===== src/hdl/lac_pkg.sv =====
// Shared constants and types for the layer alpha compositor.
`default_nettype none

package lac_pkg;

    // Number of layers that take part in compositing
    localparam int LacLayers = 4;

    // Fixed field widths
    localparam int ChanW    = 8;
    localparam int IdxW     = 2;
    localparam int OpW      = 7;
    localparam int VisW     = 4;
    localparam int CfgIdxW  = 3;
    localparam int CfgDataW = 7;

    // Weight and divider widths
    localparam int WeightW  = 23;
    localparam int SumW     = 24;
    localparam int NumW     = 32;
    localparam int DivW     = 33;
    localparam int QuotBits = 9;
    localparam int MulW     = ChanW + WeightW;

    // Arithmetic constants
    localparam int AlphaScale = 25500;
    localparam int Full       = 255;

    // Configuration register indexes
    typedef logic [CfgIdxW-1:0] cfg_idx_t;
    localparam cfg_idx_t RegOpacity0 = 3'd0;
    localparam cfg_idx_t RegOpacity1 = 3'd1;
    localparam cfg_idx_t RegOpacity2 = 3'd2;
    localparam cfg_idx_t RegOpacity3 = 3'd3;
    localparam cfg_idx_t RegVisible  = 3'd4;

    // Reset values of the registers
    localparam logic [OpW-1:0]  OpacityReset = 7'd100;
    localparam logic [VisW-1:0] VisibleReset = 4'hF;

    typedef logic [ChanW-1:0] chan_t;

endpackage : lac_pkg

`default_nettype wire


===== src/hdl/layer_alpha_compositor_unit.sv =====
// Layer alpha compositor: folds layer pixels into an RGBA accumulator.
// One item at a time: a visible item with a nonzero weight sum runs the weight steps, then
// each colour (multiply twice, load, divide) and alpha (load, divide) on the shared 9-step
// divider, then finish; a zero weight sum skips to finish, an invisible layer goes there too.
// The finish step holds while an earlier composite still waits on m_tready.
// Reset (rst_n low, asynchronous) clears the accumulator, opacities 100, all layers visible.
`default_nettype none

module layer_alpha_compositor_unit
(
    input  wire logic                          clk,
    input  wire logic                          rst_n,
    // s_tdata: red[7:0], green[15:8], blue[23:16], alpha[31:24], layer_index[33:32], zeros
    input  wire logic [39:0]                   s_tdata,
    input  wire logic                          s_tlast,
    input  wire logic                          s_tvalid,
    output      logic                          s_tready,
    // m_tdata: out_red[7:0], out_green[15:8], out_blue[23:16], out_alpha[31:24]
    output      logic [31:0]                   m_tdata,
    output      logic                          m_tvalid,
    input  wire logic                          m_tready,
    input  wire logic                          cfg_valid,
    output      logic                          cfg_ready,
    input  wire logic [lac_pkg::CfgIdxW-1:0]   cfg_index,
    input  wire logic [lac_pkg::CfgDataW-1:0]  cfg_data
);

    import lac_pkg::*;

    typedef enum logic [3:0]
    {
        ST_IDLE,
        ST_W0,
        ST_T,
        ST_W1,
        ST_CHK,
        ST_MUL0,
        ST_MUL1,
        ST_LOAD,
        ST_DIV,
        ST_FIN
    } state_t;

    localparam int CntW = $clog2(QuotBits);
    localparam logic [CntW-1:0] CntLast = CntW'(QuotBits - 1);
    localparam logic [DivW-1:0] AlphaDivShifted = DivW'((2 * AlphaScale) << (QuotBits - 1));
    localparam logic [1:0] ChAlpha = 2'd3;

    state_t                 state_reg, state_next;
    chan_t                  acc_reg [4];
    chan_t                  acc_next [4];
    chan_t                  pix_reg [4];
    chan_t                  pix_next [4];
    logic [IdxW-1:0]        idx_reg, idx_next;
    logic                   last_reg, last_next;
    logic                   vis_item_reg, vis_item_next;
    logic [OpW-1:0]         op_reg [4];
    logic [OpW-1:0]         op_next [4];
    logic [VisW-1:0]        vis_reg, vis_next;
    logic [WeightW-1:0]     w0_reg, w0_next;
    logic [WeightW-1:0]     w1_reg, w1_next;
    logic [SumW-1:0]        sum_reg, sum_next;
    logic [NumW-1:0]        num_reg, num_next;
    logic [DivW-1:0]        rem_reg, rem_next;
    logic [DivW-1:0]        dsh_reg, dsh_next;
    logic [QuotBits-1:0]    quot_reg, quot_next;
    logic [CntW-1:0]        cnt_reg, cnt_next;
    logic [1:0]             ch_reg, ch_next;
    logic [31:0]            out_reg, out_next;
    logic                   out_valid_reg, out_valid_next;

    chan_t                  mul_a;
    logic [WeightW-1:0]     mul_b;
    logic [MulW-1:0]        mul_p;
    logic [SumW-1:0]        sum_w;
    logic                   div_ge;
    logic [QuotBits-1:0]    quot_step;
    chan_t                  quot_sat;
    logic                   in_take;
    logic [IdxW-1:0]        in_idx;

    assign s_tready  = (state_reg == ST_IDLE);
    assign cfg_ready = 1'b1;
    assign m_tdata   = out_reg;
    assign m_tvalid  = out_valid_reg;

    assign in_take = s_tvalid && s_tready;
    assign in_idx  = s_tdata[33:32];

    // Select the operands of the shared multiplier
    always_comb
    begin
        mul_a = '0;
        mul_b = '0;
        unique case (state_reg)
            ST_W0:
            begin
                mul_a = acc_reg[ChAlpha];
                mul_b = WeightW'(AlphaScale);
            end
            ST_T:
            begin
                mul_a = ChanW'(Full) - acc_reg[ChAlpha];
                mul_b = WeightW'(op_reg[idx_reg]);
            end
            ST_W1:
            begin
                mul_a = pix_reg[ChAlpha];
                mul_b = w1_reg;
            end
            ST_MUL0:
            begin
                mul_a = acc_reg[ch_reg];
                mul_b = w0_reg;
            end
            ST_MUL1:
            begin
                mul_a = pix_reg[ch_reg];
                mul_b = w1_reg;
            end
            default:
            begin
                mul_a = '0;
                mul_b = '0;
            end
        endcase
    end

    assign mul_p = MulW'(mul_a) * MulW'(mul_b);
    assign sum_w = SumW'(w0_reg) + SumW'(w1_reg);

    // One restoring divider step and the saturated quotient
    assign div_ge    = (rem_reg >= dsh_reg);
    assign quot_step = {quot_reg[QuotBits-2:0], div_ge};
    assign quot_sat  = quot_step[QuotBits-1] ? ChanW'(Full) : quot_step[ChanW-1:0];

    // Sequencer and datapath next values
    always_comb
    begin
        state_next     = state_reg;
        acc_next       = acc_reg;
        pix_next       = pix_reg;
        idx_next       = idx_reg;
        last_next      = last_reg;
        vis_item_next  = vis_item_reg;
        op_next        = op_reg;
        vis_next       = vis_reg;
        w0_next        = w0_reg;
        w1_next        = w1_reg;
        sum_next       = sum_reg;
        num_next       = num_reg;
        rem_next       = rem_reg;
        dsh_next       = dsh_reg;
        quot_next      = quot_reg;
        cnt_next       = cnt_reg;
        ch_next        = ch_reg;
        out_next       = out_reg;
        out_valid_next = out_valid_reg;

        // Drop the result once the sink has taken it
        if (out_valid_reg && m_tready)
        begin
            out_valid_next = 1'b0;
        end

        // Apply configuration writes; unknown indexes are ignored
        if (cfg_valid && cfg_ready)
        begin
            unique case (cfg_index)
                RegOpacity0: op_next[0] = cfg_data[OpW-1:0];
                RegOpacity1: op_next[1] = cfg_data[OpW-1:0];
                RegOpacity2: op_next[2] = cfg_data[OpW-1:0];
                RegOpacity3: op_next[3] = cfg_data[OpW-1:0];
                RegVisible:  vis_next   = cfg_data[VisW-1:0];
                default:     vis_next   = vis_reg;
            endcase
        end

        unique case (state_reg)
            ST_IDLE:
            begin
                if (in_take)
                begin
                    pix_next[0]   = s_tdata[7:0];
                    pix_next[1]   = s_tdata[15:8];
                    pix_next[2]   = s_tdata[23:16];
                    pix_next[3]   = s_tdata[31:24];
                    idx_next      = in_idx;
                    last_next     = s_tlast;
                    vis_item_next = (int'(in_idx) < LacLayers) && vis_reg[in_idx];
                    state_next    = ((int'(in_idx) < LacLayers) && vis_reg[in_idx]) ?
                                    ST_W0 : ST_FIN;
                end
            end
            ST_W0:
            begin
                w0_next    = mul_p[WeightW-1:0];
                state_next = ST_T;
            end
            ST_T:
            begin
                w1_next    = mul_p[WeightW-1:0];
                state_next = ST_W1;
            end
            ST_W1:
            begin
                w1_next    = mul_p[WeightW-1:0];
                state_next = ST_CHK;
            end
            ST_CHK:
            begin
                // Leave the accumulator alone when both weights vanish
                sum_next   = sum_w;
                ch_next    = '0;
                state_next = (sum_w == '0) ? ST_FIN : ST_MUL0;
            end
            ST_MUL0:
            begin
                num_next   = NumW'(mul_p);
                state_next = ST_MUL1;
            end
            ST_MUL1:
            begin
                num_next   = num_reg + NumW'(mul_p);
                state_next = ST_LOAD;
            end
            ST_LOAD:
            begin
                // Round half up: (2n + d) / (2d)
                if (ch_reg == ChAlpha)
                begin
                    rem_next = DivW'({sum_reg, 1'b0}) + DivW'(AlphaScale);
                    dsh_next = AlphaDivShifted;
                end
                else
                begin
                    rem_next = DivW'({num_reg, 1'b0}) + DivW'(sum_reg);
                    dsh_next = DivW'({sum_reg, 1'b0}) << (QuotBits - 1);
                end
                quot_next  = '0;
                cnt_next   = '0;
                state_next = ST_DIV;
            end
            ST_DIV:
            begin
                rem_next  = div_ge ? (rem_reg - dsh_reg) : rem_reg;
                dsh_next  = dsh_reg >> 1;
                quot_next = quot_step;
                cnt_next  = cnt_reg + 1'b1;
                if (cnt_reg == CntLast)
                begin
                    acc_next[ch_reg] = quot_sat;
                    ch_next          = ch_reg + 1'b1;
                    if (ch_reg == ChAlpha)
                    begin
                        state_next = ST_FIN;
                    end
                    else if (ch_reg + 1'b1 == ChAlpha)
                    begin
                        state_next = ST_LOAD;
                    end
                    else
                    begin
                        state_next = ST_MUL0;
                    end
                end
            end
            ST_FIN:
            begin
                // Emit the composite on the last layer, holding while the result is full
                if (!last_reg)
                begin
                    state_next = ST_IDLE;
                end
                else if (!out_valid_reg || m_tready)
                begin
                    out_next       = {acc_next[3], acc_next[2], acc_next[1], acc_next[0]};
                    out_valid_next = 1'b1;
                    for (int i = 0; i < 4; i++)
                    begin
                        acc_next[i] = '0;
                    end
                    state_next = ST_IDLE;
                end
            end
            default:
            begin
                state_next = ST_IDLE;
            end
        endcase
    end

    // Hold state, datapath and registered outputs
    always_ff @(posedge clk or negedge rst_n)
    begin
        if (!rst_n)
        begin
            state_reg     <= ST_IDLE;
            for (int i = 0; i < 4; i++)
            begin
                acc_reg[i] <= '0;
                pix_reg[i] <= '0;
                op_reg[i]  <= OpacityReset;
            end
            idx_reg       <= '0;
            last_reg      <= 1'b0;
            vis_item_reg  <= 1'b0;
            vis_reg       <= VisibleReset;
            w0_reg        <= '0;
            w1_reg        <= '0;
            sum_reg       <= '0;
            num_reg       <= '0;
            rem_reg       <= '0;
            dsh_reg       <= '0;
            quot_reg      <= '0;
            cnt_reg       <= '0;
            ch_reg        <= '0;
            out_reg       <= '0;
            out_valid_reg <= 1'b0;
        end
        else
        begin
            state_reg     <= state_next;
            acc_reg       <= acc_next;
            pix_reg       <= pix_next;
            op_reg        <= op_next;
            idx_reg       <= idx_next;
            last_reg      <= last_next;
            vis_item_reg  <= vis_item_next;
            vis_reg       <= vis_next;
            w0_reg        <= w0_next;
            w1_reg        <= w1_next;
            sum_reg       <= sum_next;
            num_reg       <= num_next;
            rem_reg       <= rem_next;
            dsh_reg       <= dsh_next;
            quot_reg      <= quot_next;
            cnt_reg       <= cnt_next;
            ch_reg        <= ch_next;
            out_reg       <= out_next;
            out_valid_reg <= out_valid_next;
        end
    end

`ifndef SYNTHESIS
    // The sequencer is not ready in the cycle after an input transfer
    a_busy_after_take: assert property (@(posedge clk) disable iff (!rst_n)
        (s_tvalid && s_tready) |=> !s_tready)
        else $error("input taken on consecutive cycles");

    // The divider never runs past its last quotient bit
    a_div_count: assert property (@(posedge clk) disable iff (!rst_n)
        (state_reg == ST_DIV) |-> (cnt_reg <= CntLast))
        else $error("divider step count overrun");

    // The shifted divisor is never zero while dividing
    a_div_nonzero: assert property (@(posedge clk) disable iff (!rst_n)
        (state_reg == ST_DIV) |-> (dsh_reg != '0))
        else $error("divide by zero weight sum");

    // Only a visible item reaches the weight stage
    a_weight_visible: assert property (@(posedge clk) disable iff (!rst_n)
        (state_reg == ST_W0) |-> vis_item_reg)
        else $error("invisible layer composited");
`endif

endmodule : layer_alpha_compositor_unit

`default_nettype wire


===== config.mk =====
export PLATFORM = sky130hd
export DESIGN_NAME = layer_alpha_compositor_unit
export DESIGN_NICKNAME = d
export VERILOG_FILES = /design/src/hdl/lac_pkg.sv /design/src/hdl/layer_alpha_compositor_unit.sv
export SDC_FILE = /design/constraint.sdc
export NUM_CORES = 1
export LEC_CHECK = 0
export BUFFER_PORTS_ARGS = -buffer_cell sky130_fd_sc_hd__buf_2
export CAP_MARGIN = 20
export CORE_MARGIN = 2
export CORE_UTILIZATION = 42
export CTS_CLUSTER_SIZE = 40
export DETAILED_ROUTE_END_ITERATION = 10
export SLEW_MARGIN = 20
export SYNTH_ARGS = -nofsm -noshare
export SYNTH_HDL_FRONTEND = slang
export SYNTH_SLANG_ARGS = --single-unit

===== constraint.sdc =====
create_clock -name clk -period 15.3 [get_ports clk]
set_input_delay 3.06 -clock clk [delete_from_list [all_inputs] [get_ports clk]]
set_output_delay 3.06 -clock clk [all_outputs]
set_load 0.01 [all_outputs]

==> load_flow_metrics.sql <==
INSERT INTO impl_metrics (metric_group, metric, value, unit) VALUES
('route', 'antenna_left', '0', ''),
('timing', 'slew_viol_final', '0', ''),
('die', 'floorplan.initialDensity', '42.45', '%'),
('grt', 'grt_antenna_before_repair', '0', ''),
('timing', 'finalCritPeriodShare', '63.94', '%'),
('logic_synthesis', 'yosysMostFrequentCell', 'sky130_fd_sc_hd__dfrtp_1', ''),
('clocking', 'cts_tree', 'done', ''),
('timing', 'setup_viol', '0', ''),
('hold_path', 'worst_hold_class', 'reg -> reg', ''),
('layout', 'finish.net_count', '3318', ''),
('critical_path', 'most_common_cell_on_crit_path', 'sky130_fd_sc_hd__fa_1', ''),
('critical_path', 'start_kind', 'register', ''),
('logic_synthesis', 'synth_seq_cells', '318', ''),
('critical_path', 'rr_endpoint', 'num_reg[31]', ''),
('route', 'avgViaCountPerCell', '5.739', ''),
('critical_path', 'largest_fanout_of_any_net_on_the_critical_path', '53', ''),
('pwr', 'power_density_over_the_cells', '149.4', 'nW/um2'),
('clocking', 'max-clock-path-buffers', '3', ''),
('critical_path', 'cp_required', '15750', 'ps'),
('critical_path', 'critical-path-max-stage-delay', '920', 'ps'),
('die', 'rows', '91', ''),
('logic_synthesis', 'synth_top_cells_by_count', '302 x sky130_fd_sc_hd__dfrtp_1, 297 x sky130_fd_sc_hd__nor2_1, 268 x sky130_fd_sc_hd__nand2_1', ''),
('logic_synthesis', 'synthCells', '2924', ''),
('critical_path', 'crit_path_launch', 'state_reg[1]', ''),
('logic_synthesis', 'synthesis.area', '26200', 'um2'),
('clocking', 'source_to_sink_clock_delay_at_the_later_pin_of_the_worst_skew_pair', '580', 'ps'),
('timing', 'layout_min_cycle_time', '9784', 'ps'),
('logic_synthesis', 'yosysUniqueCellTypes', '84', ''),
('die', 'design.core.area', '61710', 'um2'),
('critical_path', 'criticalPathCategory', 'reg -> reg', ''),
('layout', 'share_of_post_route_cells_with_drive_strength_above_1', '13.78', '%'),
('critical_path', 'critPathArrivalTime', '10240', 'ps'),
('die', 'die_h', '253.8', 'um'),
('route', 'postRouteWirelength', '73020', 'um'),
('critical_path', 'end_kind', 'register', ''),
('route', 'drt-wirelength-per-cell', '19.08', 'um'),
('placement', 'gp_congestion', '0.9225', ''),
('flow_run', 'timing.max_cap.violations', '0', ''),
('placement', 'port-buffer-count', '83', ''),
('timing', 'fin_setup_tns', '0', 'ps'),
('timing', 'unrepaired_setup_endpoints_after_global_routing', 'no', ''),
('logic_synthesis', 'async_s_r_ff_share_synth', '100.0', '%'),
('critical_path', 'regToRegSetupSlack', '5520', 'ps'),
('grt', 'grt_max_degree', '103', ''),
('critical_path', 'critical_path.slowest_cell', 'sky130_fd_sc_hd__dfrtp_1', ''),
('clocking', 'hold_buffers', '0', ''),
('logic_synthesis', 'synth_nets', '3282', ''),
('logic_synthesis', 'synthesis.area_per_instance', '8.960', 'um2'),
('clocking', 'postCtsSetupRepairBufs', '0', ''),
('die', 'boundaryPins', '91', ''),
('timing', 'relSlewSlack', '28.07', '%'),
('placement', 'dp_hpwl', '55150', 'um'),
('timing', 'tightest_slew', '1079', 'ps'),
('clocking', 'clock_transition_at_the_registers_of_the_reported_paths', '60', 'ps'),
('grt', 'overflow', '0', ''),
('grt', 'grtUsageTotal', '22.76', '%'),
('grt', 'grt_pass1_wl', '117800', 'um'),
('clocking', 'cts_made_buffers', '38', ''),
('placement', 'postPlaceCellArea', '27580', 'um2'),
('logic_synthesis', 'sequential_share_of_the_synthesized_area', '30.45', '%'),
('logic_synthesis', 'synth.area.top_cells', 'sky130_fd_sc_hd__dfrtp_1 29%, sky130_fd_sc_hd__fa_1 9.9%, sky130_fd_sc_hd__ha_1 8.2%, sky130_fd_sc_hd__mux2_2 4.8%, sky130_fd_sc_hd__nor2_1 4.3%', ''),
('outcome', 'run_status', 'completed', ''),
('layout', 'area.growth.synth_to_final', '10.12', '%'),
('grt', 'vias_in_the_first_global_route', '21894', ''),
('clocking', 'post_cts_resize_count', '0', ''),
('pwr', 'power', '4309', 'uW'),
('route', 'vias', '21965', ''),
('clocking', 'root_buffer', 'sky130_fd_sc_hd__clkbuf_16', ''),
('clocking', 'h_tree_levels', '2', ''),
('logic_synthesis', 'synth_enable_flop_cells', '0', ''),
('logic_synthesis', 'yosys_warnings', '0', '');
-- report_power, final --
group | internal, uW | switching, uW | total, uW | leakage (uW)
clock | 533 | 397 | 929 | 0.000615
combinational | 841 | 1320 | 2160 | 0.00893
sequential | 1060 | 160 | 1220 | 0.00406
total | 2430 | 1880 | 4310 | 0.0136
-- layer usage --
layer	share of wire [%]	track usage (%)	vias up
met1	46	31.62	10972
met3	4.3	2.499	105
met2	47	37.88	520
met4	2.1	5.849	0
li1	-	-	10368
met5	0	0	-
-- worst max-delay path, delay by kind of cell, from the launching register on --
family          cells  cell delay, ps
buf+inv             4             570
compound gates     13            3970
flops               1             920
simple gates        6            1020
mux                 1             160
fa+ha+maj           6            2710
xor+xnor            1             270
-- layout by cell type (no fill, tap or decap), types with 24 or more instances in the layout --
cell	netlist	layout
sky130_fd_sc_hd__a21oi_1	197	197
sky130_fd_sc_hd__or2_2	41	41
sky130_fd_sc_hd__nand3_1	58	57
sky130_fd_sc_hd__xor2_1	60	60
sky130_fd_sc_hd__o21ai_0	197	197
sky130_fd_sc_hd__a211oi_1	43	43
sky130_fd_sc_hd__nor2_1	297	295
sky130_fd_sc_hd__dfrtp_1	302	302
sky130_fd_sc_hd__buf_2	1	82
sky130_fd_sc_hd__o211ai_1	37	37
sky130_fd_sc_hd__a21o_1	52	52
sky130_fd_sc_hd__mux2_2	112	112
sky130_fd_sc_hd__xnor2_1	69	69
sky130_fd_sc_hd__and3_1	28	28
sky130_fd_sc_hd__clkbuf_16	0	38
sky130_fd_sc_hd__fa_1	130	130
sky130_fd_sc_hd__a31oi_1	40	40
sky130_fd_sc_hd__nand2_1	268	266
sky130_fd_sc_hd__nand2b_1	45	45
sky130_fd_sc_hd__buf_4	1	39
sky130_fd_sc_hd__nor3_1	51	50
sky130_fd_sc_hd__inv_1	231	231
sky130_fd_sc_hd__o21a_1	25	25
sky130_fd_sc_hd__ha_1	172	171
sky130_fd_sc_hd__mux4_2	24	24
-- worst min path at each step --
stage	startpoint	endpoint	cells after the start
after global placement	rem_reg[30]	rem_reg[30]	2
after global routing	m_tdata[31]	m_tdata[31]	1
after floorplan	rem_reg[30]	rem_reg[30]	2
after detailed placement	rem_reg[30]	rem_reg[30]	2
final	rem_reg[30]	rem_reg[30]	2
after CTS	rem_reg[30]	rem_reg[30]	2
-- cell families (layout without fill, tap and decap cells) --
group                      after synthesis  in the layout  share of synthesized area [%]
DFF                                    318            318                          30.45
other                                    1              2                        0.01431
xor gates and xnor gates               129            129                          4.313
muxes                                  151            151                          7.450
buffers and inverters                  358            423                          5.148
AOI/OAI and AO/OA                      778            778                          18.92
adders and majority gates              302            302                          18.15
and+or+nand+nor                        887            887                          15.55
-- cell type report --
| type | count | area (um2) |
|---|---|---|
| fill | 5911 | 32860 |
| clock buffer | 53 | 1077 |
| multi-input combinational | 2248 | 16970 |
| clock inverter | 16 | 182.7 |
| antenna | 1 | 2.502 |
| sequential | 318 | 7978 |
| timing repair buffer | 123 | 729.5 |
| tap | 837 | 1047 |
| inverter | 231 | 867.1 |
-- per-stage QoR --
stage | setup WS (ps) | cells
finish | 5516 | 3827
CTS | 5675 | 3826
floorplan | 6955 | 2924
global route | 4836 | 3826
global placement | 5811 | 3757
detailed placement | 5746 | 3757
Note: power is estimated with default switching activity, not from simulation.
